==> src/rtl/shs_pkg.sv <==
// shared types, constants and round functions of the sha-256 stream hasher
// no dependencies; imported by every module of the block
package shs_pkg;

  localparam int unsigned WORD_W  = 32;
  localparam int unsigned VB_W    = 3;
  localparam int unsigned IDX_W   = 3;
  localparam int unsigned NBITS_W = 6;
  localparam int unsigned ROUNDS  = 64;

  localparam logic [VB_W-1:0]    VB_FULL   = 3'd4;
  localparam logic [NBITS_W-1:0] BITS_WORD = 6'd32;
  localparam logic [7:0]         PAD_BYTE  = 8'h80;
  localparam logic [WORD_W-1:0]  PAD_WORD  = 32'h8000_0000;

  localparam logic [3:0] WIB_LAST = 4'd15;
  localparam logic [3:0] WIB_LEN  = 4'd14;
  localparam logic [5:0] RND_LAST = 6'd63;
  localparam logic [IDX_W-1:0] IDX_LAST = 3'd7;

  localparam logic [WORD_W-1:0] H_INIT [8] = '{
    32'h6a09e667, 32'hbb67ae85, 32'h3c6ef372, 32'ha54ff53a,
    32'h510e527f, 32'h9b05688c, 32'h1f83d9ab, 32'h5be0cd19
  };

  localparam logic [WORD_W-1:0] ROUND_K [64] = '{
    32'h428a2f98, 32'h71374491, 32'hb5c0fbcf, 32'he9b5dba5,
    32'h3956c25b, 32'h59f111f1, 32'h923f82a4, 32'hab1c5ed5,
    32'hd807aa98, 32'h12835b01, 32'h243185be, 32'h550c7dc3,
    32'h72be5d74, 32'h80deb1fe, 32'h9bdc06a7, 32'hc19bf174,
    32'he49b69c1, 32'hefbe4786, 32'h0fc19dc6, 32'h240ca1cc,
    32'h2de92c6f, 32'h4a7484aa, 32'h5cb0a9dc, 32'h76f988da,
    32'h983e5152, 32'ha831c66d, 32'hb00327c8, 32'hbf597fc7,
    32'hc6e00bf3, 32'hd5a79147, 32'h06ca6351, 32'h14292967,
    32'h27b70a85, 32'h2e1b2138, 32'h4d2c6dfc, 32'h53380d13,
    32'h650a7354, 32'h766a0abb, 32'h81c2c92e, 32'h92722c85,
    32'ha2bfe8a1, 32'ha81a664b, 32'hc24b8b70, 32'hc76c51a3,
    32'hd192e819, 32'hd6990624, 32'hf40e3585, 32'h106aa070,
    32'h19a4c116, 32'h1e376c08, 32'h2748774c, 32'h34b0bcb5,
    32'h391c0cb3, 32'h4ed8aa4a, 32'h5b9cca4f, 32'h682e6ff3,
    32'h748f82ee, 32'h78a5636f, 32'h84c87814, 32'h8cc70208,
    32'h90befffa, 32'ha4506ceb, 32'hbef9a3f7, 32'hc67178f2
  };

  typedef enum logic [1:0] {
    ITEM_DATA,        // plain message word
    ITEM_FINAL_PAD,   // final word, pad byte already merged in
    ITEM_FINAL_FULL   // final word of four bytes, pad word still to follow
  } item_kind_t;

  typedef struct packed {
    logic [WORD_W-1:0]  word;
    item_kind_t         kind;
    logic [NBITS_W-1:0] nbits;
  } q_entry_t;

  typedef enum logic [2:0] {
    ST_IDLE,
    ST_PAD80,
    ST_PADZ,
    ST_LENLO,
    ST_ROUND,
    ST_HADD,
    ST_EMIT
  } back_state_t;

  function automatic logic [WORD_W-1:0] ror(input logic [WORD_W-1:0] x, input int n);
    ror = (x >> n) | (x << (WORD_W - n));
  endfunction

  function automatic logic [WORD_W-1:0] bsig0(input logic [WORD_W-1:0] x);
    bsig0 = ror(x, 2) ^ ror(x, 13) ^ ror(x, 22);
  endfunction

  function automatic logic [WORD_W-1:0] bsig1(input logic [WORD_W-1:0] x);
    bsig1 = ror(x, 6) ^ ror(x, 11) ^ ror(x, 25);
  endfunction

  function automatic logic [WORD_W-1:0] ssig0(input logic [WORD_W-1:0] x);
    ssig0 = ror(x, 7) ^ ror(x, 18) ^ (x >> 3);
  endfunction

  function automatic logic [WORD_W-1:0] ssig1(input logic [WORD_W-1:0] x);
    ssig1 = ror(x, 17) ^ ror(x, 19) ^ (x >> 10);
  endfunction

  function automatic logic [WORD_W-1:0] ch(input logic [WORD_W-1:0] e,
                                           input logic [WORD_W-1:0] f,
                                           input logic [WORD_W-1:0] g);
    ch = (e & f) ^ (~e & g);
  endfunction

  function automatic logic [WORD_W-1:0] maj(input logic [WORD_W-1:0] a,
                                            input logic [WORD_W-1:0] b,
                                            input logic [WORD_W-1:0] c);
    maj = (a & b) ^ (a & c) ^ (b & c);
  endfunction

endpackage

==> src/rtl/sha256_stream_hasher.sv <==
// top level of the sha-256 stream hasher: front classifier, word queue, compression back end
// depends on shs_pkg, shs_front, shs_fifo, shs_back
//
//  channel | dir | tdata                 | tuser            | tlast
//  s_*     | in  | [31:0] data_word      | [2:0] valid_bytes | end_of_message
//  m_*     | out | [31:0] digest_word    | [2:0] word_index  | last_word
//
// the sixteenth word of a block starts the 64 rounds of the single round unit, then the
// chaining add; the back end pops no further word from the queue until both are done.
// the final word adds padding pushes, one or two compressions, then eight digest words.
// rst is synchronous and restores the initial hash values and an empty block.
// the word queue keeps input flowing, until it fills, while the back end compresses or output stalls.
module sha256_stream_hasher import shs_pkg::*; #(
  parameter int unsigned QUEUE_DEPTH = 4
) (
  input  logic               clk,
  input  logic               rst,
  input  logic               s_tvalid,
  output logic               s_tready,
  input  logic [WORD_W-1:0]  s_tdata,   // data_word
  input  logic [VB_W-1:0]    s_tuser,   // valid_bytes
  input  logic               s_tlast,   // end_of_message
  output logic               m_tvalid,
  input  logic               m_tready,
  output logic [WORD_W-1:0]  m_tdata,   // digest_word
  output logic [IDX_W-1:0]   m_tuser,   // word_index
  output logic               m_tlast    // last_word
);

  logic     wr_valid;
  logic     wr_ready;
  q_entry_t wr_data;
  logic     rd_valid;
  logic     rd_ready;
  q_entry_t rd_data;

  shs_front u_front (
    .s_tvalid (s_tvalid),
    .s_tready (s_tready),
    .s_tdata  (s_tdata),
    .s_tuser  (s_tuser),
    .s_tlast  (s_tlast),
    .wr_valid (wr_valid),
    .wr_ready (wr_ready),
    .wr_data  (wr_data)
  );

  shs_fifo #(
    .DEPTH (QUEUE_DEPTH)
  ) u_fifo (
    .clk      (clk),
    .rst      (rst),
    .wr_valid (wr_valid),
    .wr_ready (wr_ready),
    .wr_data  (wr_data),
    .rd_valid (rd_valid),
    .rd_ready (rd_ready),
    .rd_data  (rd_data)
  );

  shs_back u_back (
    .clk      (clk),
    .rst      (rst),
    .q_valid  (rd_valid),
    .q_pop    (rd_ready),
    .q_data   (rd_data),
    .m_tvalid (m_tvalid),
    .m_tready (m_tready),
    .m_tdata  (m_tdata),
    .m_tuser  (m_tuser),
    .m_tlast  (m_tlast)
  );

endmodule

==> src/rtl/shs_front.sv <==
// input classifier: masks the final word, merges the pad byte, gives each word's count of message bits
// depends on shs_pkg
module shs_front import shs_pkg::*; (
  input  logic                s_tvalid,
  output logic                s_tready,
  input  logic [WORD_W-1:0]   s_tdata,
  input  logic [VB_W-1:0]     s_tuser,
  input  logic                s_tlast,
  output logic                wr_valid,
  input  logic                wr_ready,
  output q_entry_t            wr_data
);

  logic [VB_W-1:0] vb;

  assign s_tready = wr_ready;
  assign wr_valid = s_tvalid;

  always_comb begin
    vb = (s_tuser > VB_FULL) ? VB_FULL : s_tuser;
    wr_data.word  = s_tdata;
    wr_data.kind  = ITEM_DATA;
    wr_data.nbits = BITS_WORD;
    if (s_tlast) begin
      wr_data.nbits = {vb, 3'b000};
      wr_data.kind  = ITEM_FINAL_PAD;
      case (vb)
        3'd0:    wr_data.word = PAD_WORD;
        3'd1:    wr_data.word = {s_tdata[31:24], PAD_BYTE, 16'h0000};
        3'd2:    wr_data.word = {s_tdata[31:16], PAD_BYTE, 8'h00};
        3'd3:    wr_data.word = {s_tdata[31:8], PAD_BYTE};
        default: wr_data.kind = ITEM_FINAL_FULL;
      endcase
    end
  end

endmodule

==> src/rtl/shs_fifo.sv <==
// short queue of classified words between the front and the compression back end
// depends on shs_pkg
module shs_fifo import shs_pkg::*; #(
  parameter int unsigned DEPTH = 4
) (
  input  logic     clk,
  input  logic     rst,
  input  logic     wr_valid,
  output logic     wr_ready,
  input  q_entry_t wr_data,
  output logic     rd_valid,
  input  logic     rd_ready,
  output q_entry_t rd_data
);

  localparam int unsigned AW = (DEPTH > 1) ? $clog2(DEPTH) : 1;
  localparam int unsigned CW = $clog2(DEPTH + 1);
  localparam logic [AW-1:0] PTR_LAST = AW'(DEPTH - 1);
  localparam logic [CW-1:0] CNT_FULL = CW'(DEPTH);

  q_entry_t      mem [DEPTH];
  logic [AW-1:0] wptr;
  logic [AW-1:0] rptr;
  logic [CW-1:0] cnt;
  logic          do_wr;
  logic          do_rd;

  assign wr_ready = (cnt != CNT_FULL);
  assign rd_valid = (cnt != '0);
  assign rd_data  = mem[rptr];
  assign do_wr    = wr_valid && wr_ready;
  assign do_rd    = rd_valid && rd_ready;

  always_ff @(posedge clk) begin
    if (do_wr) begin
      mem[wptr] <= wr_data;
    end
    if (rst) begin
      wptr <= '0;
      rptr <= '0;
      cnt  <= '0;
    end else begin
      if (do_wr) begin
        wptr <= (wptr == PTR_LAST) ? '0 : wptr + 1'b1;
      end
      if (do_rd) begin
        rptr <= (rptr == PTR_LAST) ? '0 : rptr + 1'b1;
      end
      if (do_wr && !do_rd) begin
        cnt <= cnt + 1'b1;
      end else if (do_rd && !do_wr) begin
        cnt <= cnt - 1'b1;
      end
    end
  end

endmodule

==> src/rtl/shs_back.sv <==
// back end: block buffer, padding sequencer, one-round-per-cycle compression, digest output
// depends on shs_pkg
module shs_back import shs_pkg::*; (
  input  logic               clk,
  input  logic               rst,
  input  logic               q_valid,
  output logic               q_pop,
  input  q_entry_t           q_data,
  output logic               m_tvalid,
  input  logic               m_tready,
  output logic [WORD_W-1:0]  m_tdata,    // digest_word
  output logic [IDX_W-1:0]   m_tuser,    // word_index
  output logic               m_tlast     // last_word
);

  back_state_t       state, state_next;
  back_state_t       ret, ret_next;
  back_state_t       dest;

  logic [WORD_W-1:0] hash [8];
  logic [WORD_W-1:0] blk  [16];
  logic [WORD_W-1:0] wv   [8];
  logic [WORD_W-1:0] win  [16];
  logic [3:0]        wib;
  logic [63:0]       count;
  logic [5:0]        rnd;
  logic [IDX_W-1:0]  idx;

  logic              push_en;
  logic [WORD_W-1:0] push_word;
  logic              load_out;
  logic              out_free;

  logic [WORD_W-1:0] w_t;
  logic [WORD_W-1:0] t1;
  logic [WORD_W-1:0] t2;

  assign out_free = !m_tvalid || m_tready;

  // next state; a push that fills the block detours through compression
  always_comb begin
    state_next = state;
    ret_next   = ret;
    dest       = state;
    unique case (state)
      ST_IDLE: begin
        unique case (q_data.kind)
          ITEM_DATA:       dest = ST_IDLE;
          ITEM_FINAL_PAD:  dest = ST_PADZ;
          ITEM_FINAL_FULL: dest = ST_PAD80;
          default:         dest = ST_IDLE;
        endcase
      end
      ST_PAD80: dest = ST_PADZ;
      ST_PADZ:  dest = (wib == WIB_LEN) ? ST_LENLO : ST_PADZ;
      ST_LENLO: dest = ST_EMIT;
      default:  dest = state;
    endcase
    unique case (state)
      ST_IDLE, ST_PAD80, ST_PADZ, ST_LENLO: begin
        if (push_en) begin
          if (wib == WIB_LAST) begin
            state_next = ST_ROUND;
            ret_next   = dest;
          end else begin
            state_next = dest;
          end
        end
      end
      ST_ROUND: begin
        if (rnd == RND_LAST) begin
          state_next = ST_HADD;
        end
      end
      ST_HADD: state_next = ret;
      ST_EMIT: begin
        if (out_free && idx == IDX_LAST) begin
          state_next = ST_IDLE;
        end
      end
      default: state_next = ST_IDLE;
    endcase
  end

  // state outputs
  always_comb begin
    push_en   = 1'b0;
    push_word = '0;
    q_pop     = 1'b0;
    load_out  = 1'b0;
    unique case (state)
      ST_IDLE: begin
        push_en   = q_valid;
        q_pop     = q_valid;
        push_word = q_data.word;
      end
      ST_PAD80: begin
        push_en   = 1'b1;
        push_word = PAD_WORD;
      end
      ST_PADZ: begin
        push_en   = 1'b1;
        push_word = (wib == WIB_LEN) ? count[63:32] : '0;
      end
      ST_LENLO: begin
        push_en   = 1'b1;
        push_word = count[31:0];
      end
      ST_EMIT:  load_out = out_free;
      default: begin
        push_en = 1'b0;
      end
    endcase
  end

  // one compression round
  always_comb begin
    if (rnd < 6'd16) begin
      w_t = blk[rnd[3:0]];
    end else begin
      w_t = win[0] + ssig0(win[1]) + win[9] + ssig1(win[14]);
    end
    t1 = wv[7] + bsig1(wv[4]) + ch(wv[4], wv[5], wv[6]) + ROUND_K[rnd] + w_t;
    t2 = bsig0(wv[0]) + maj(wv[0], wv[1], wv[2]);
  end

  always_ff @(posedge clk) begin
    if (push_en) begin
      blk[wib] <= push_word;
      if (wib == WIB_LAST) begin
        for (int i = 0; i < 8; i++) begin
          wv[i] <= hash[i];
        end
        rnd <= '0;
      end
    end
    if (state == ST_ROUND) begin
      rnd   <= rnd + 1'b1;
      wv[7] <= wv[6];
      wv[6] <= wv[5];
      wv[5] <= wv[4];
      wv[4] <= wv[3] + t1;
      wv[3] <= wv[2];
      wv[2] <= wv[1];
      wv[1] <= wv[0];
      wv[0] <= t1 + t2;
      // window holds the last sixteen schedule words, newest at the top
      for (int i = 0; i < 15; i++) begin
        win[i] <= win[i + 1];
      end
      win[15] <= w_t;
    end
    if (load_out) begin
      m_tdata <= hash[idx];
      m_tuser <= idx;
      m_tlast <= (idx == IDX_LAST);
    end

    if (rst) begin
      state    <= ST_IDLE;
      ret      <= ST_IDLE;
      wib      <= '0;
      count    <= '0;
      idx      <= '0;
      m_tvalid <= 1'b0;
      for (int i = 0; i < 8; i++) begin
        hash[i] <= H_INIT[i];
      end
    end else begin
      state <= state_next;
      ret   <= ret_next;
      if (push_en) begin
        wib <= wib + 1'b1;
      end
      if (q_pop) begin
        count <= count + {58'd0, q_data.nbits};
      end
      if (state == ST_HADD) begin
        for (int i = 0; i < 8; i++) begin
          hash[i] <= hash[i] + wv[i];
        end
      end
      if (load_out) begin
        m_tvalid <= 1'b1;
        idx      <= idx + 1'b1;
        // last digest word captured: start the next message fresh
        if (idx == IDX_LAST) begin
          count <= '0;
          for (int i = 0; i < 8; i++) begin
            hash[i] <= H_INIT[i];
          end
        end
      end else if (m_tready) begin
        m_tvalid <= 1'b0;
      end
    end
  end

endmodule
==> config.mk <==
export PLATFORM = sky130hd
export DESIGN_NAME = sha256_stream_hasher
export DESIGN_NICKNAME = d
export VERILOG_FILES = /design/src/rtl/shs_pkg.sv /design/src/rtl/sha256_stream_hasher.sv /design/src/rtl/shs_front.sv /design/src/rtl/shs_fifo.sv /design/src/rtl/shs_back.sv
export SDC_FILE = /design/constraint.sdc
export NUM_CORES = 2
export LEC_CHECK = 0
export BUFFER_PORTS_ARGS = -buffer_cell sky130_fd_sc_hd__buf_2
export CORE_MARGIN = 8
export CORE_UTILIZATION = 64
export DETAILED_ROUTE_END_ITERATION = 10
export PLACE_DENSITY_LB_ADDON = 0.25
export SYNTH_ARGS = -nofsm -noshare
export SYNTH_HDL_FRONTEND = slang
export SYNTH_SLANG_ARGS = --single-unit
==> constraint.sdc <==
create_clock -name clk -period 23.2 [get_ports clk]
set_input_delay 1.16 -clock clk [delete_from_list [all_inputs] [get_ports clk]]
set_output_delay 1.16 -clock clk [all_outputs]
set_load 0.01 [all_outputs]
==> run metrics <==
post-DR vias/cell=6.55; number of routed nets with antenna violations=0; CTS tree=built; top_reg_cell synth=edfxtp_1; fin area=0.103 mm^2; Final nets=8,206; CP Max Fanout=59; Final setup viols=0; share of cells above drive strength 1=11.0%; Pleak=0.0380 uW; most frequent cells in the layout=edfxtp_1, nand2_1, a21oi_1; status=complete, but fails checks; Yosys cell types=94; most frequent CP cell=inv_1; Final Power=12,400 uW; initial antenna violation count=3; hold buffers post-CTS=0; commonest non-fill, non-tap cell in the layout=edfxtp_1; core area=0.147 mm^2; Relative slew margins=-0.403%; Via Count=63,200; Root Driver=clkbuf_16; VDD IR-drop max=0.164 mV; RSZ-0062 raised after global routing=no; DIE AREA=0.160 mm^2; post-DP HPWL=188 mm; final hold vios=0; DRT iter0 DRCs=8,596; Worst EP required=23.72 ns; worst-skew pair later-pin latency=0.84 ns; Max Cap Viol=1; TNS Setup=0 ns; Post-synth EDFFs=1,598; clk slew on worst S/H paths=0.06 ns; 1st-pass router iterations=9; residual DRC count=0; pin count of the biggest net entering global routing=214; starting density of the core=64.2%; Final WS setup=12.83 ns; CTS resizes=0; final worst-path cycle share=44.7%; FF+latch count, synth=1,814; synthesized area per cell=12.5 um^2; Fin Clk Skew=0.0597 ns; P&R area growth vs syn=9.48%; Crit. End Element=flip-flop; WP data arrival=10.88 ns; Max Clock Freq=96.5 MHz; antenna cells=0; Final Slew Violations=17; first-pass GRT wire length=400 mm; Cells after Synth=7,529; H-tree level count=4; gp weighted congestion=0.987; WL/cell=28.3 um; crit path time final=10.37 ns; slowest CP cell=a221oi_1; number of global-route vias before repair=60,400; post-CTS setup buffers=0; Die X=400 um; Netlist Area Pre-Place=0.0943 mm^2; DRT Wirelength=273 mm; Rows=141; CP Launch Type=flip-flop; Hold Worst Slack=0.385 ns; Setup WS pre-CTS=13.04 ns; clk sink count=1,814; I/O pins=78; Hold Crit Class=flip-flop to flip-flop; CP peak stage delay=0.79 ns; Yosys warning count=0; fraction of registers with async set/reset=0%; CTS Buffer Depth=3; power density over the cells=120 mW/mm^2; placed instance area=0.0969 mm^2; violated checks=max-capacitance violations, max-slew violations; Post-Syn Nets=8,174; Setup Crit Path Kind=flip-flop to flip-flop; CTS Buf Count=182; Worst Tran Pin Value=1.50 ns; gr usage total=33.8%; layout filler cell count=9,930; number of buffers added on ports=77; sequential share of the synthesized area=55.5%; total gr overflow=0; Die Y=400 um
==> cell usage after synthesis, types with 216 or more instances <==
cell | instances | area (um^2)
dfxtp_1 | 216 | 4320
clkbuf_1 | 291 | 1090
xnor2_1 | 372 | 3260
a21oi_1 | 432 | 2160
edfxtp_1 | 1598 | 48000
nor2_1 | 375 | 1410
nand2_1 | 1038 | 3900
ha_1 | 408 | 5100
mux4_2 | 265 | 5970
o21ai_0 | 309 | 1550
xor2_1 | 258 | 2260
inv_1 | 350 | 1310
==> final timing paths <==
kind	slack (ns)	depth (start not counted)	endpoint	startpoint
hold reg to reg	0.39	0	u_back.win[3][64]	u_back.win[3][96]
hold / removal	0.39	0	u_back.win[3][64]	u_back.win[3][96]
setup / recovery	12.83	36	u_back.wv[0][30]	u_back.rnd[2]
setup reg to reg	12.83	36	u_back.wv[0][30]	u_back.rnd[2]
==> state kept, by name, indices dropped and copies added, names as in the netlist, named ones only <==
signal	count
u_back.hash	256
u_back.rnd	6
u_back.m_tvalid	1
u_fifo.wptr	2
u_back.m_tlast	1
u_back.blk	512
u_back.count	61
u_back.win	512
u_back.state	3
u_back.m_tdata	32
u_back.ret	3
u_back.idx	3
u_back.wv	256
u_back.m_tuser	3
u_fifo.rptr	2
u_fifo.mem	148
u_back.wib	4
u_fifo.cnt	3
==> cells by family after synthesis <==
family / after synthesis / share of synthesized area, %
buf+inv: 690 / 2.75
fa+ha+maj: 624 / 9.80
simple gates: 1981 / 9.16
flops: 1814 / 55.5
compound gates: 1448 / 9.78
mux: 342 / 7.19
xor+xnor: 630 / 5.85
==> worst max-delay path, delay by kind of cell (launching register included) <==
kind	cells	cell delay [ns]
AOI/OAI and AO/OA	14	4.17
adders and majority gates	6	2.60
buffers and inverters	7	1.47
and+or+nand+nor	7	1.00
xor gates and xnor gates	2	0.46
DFF	1	0.32
==> where the power goes <==
| group | internal [uW] | switching [uW] | total [uW] |
|---|---|---|---|
| Combinational | 2020 | 3240 | 5260 |
| Clock | 1800 | 1320 | 3120 |
| Sequential | 3930 | 81.1 | 4010 |
==> through the flow <==
stage | util (%) | std cells
floorplan | - | 7529
global placement | 65.9 | 9305
detailed placement | 65.9 | 9305
CTS | 70.2 | 9645
global route | 70.3 | 9647
finish | 70.3 | 9647
==> layout make-up <==
cell class	instances	area (um^2)	share of cell area, %
Tap cell	1930	2410	2.34
Clock buffer	233	4860	4.70
Clock inverter	107	1480	1.43
Sequential cell	1814	52300	50.7
Timing Repair Buffer	185	1240	1.20
Multi-Input combinational cell	5025	39600	38.3
Inverter	353	1340	1.30
==> metal layers <==
layer | up-vias | GRT usage [%] | routed length [um]
met5 | - | 0 | 13
met4 | 2 | 10.1 | 9140
met3 | 533 | 7.83 | 30300
met2 | 3677 | 50.1 | 120000
met1 | 31400 | 50.2 | 114000
li1 | 27600 | - | -
Power figures use the tool's default switching activity.
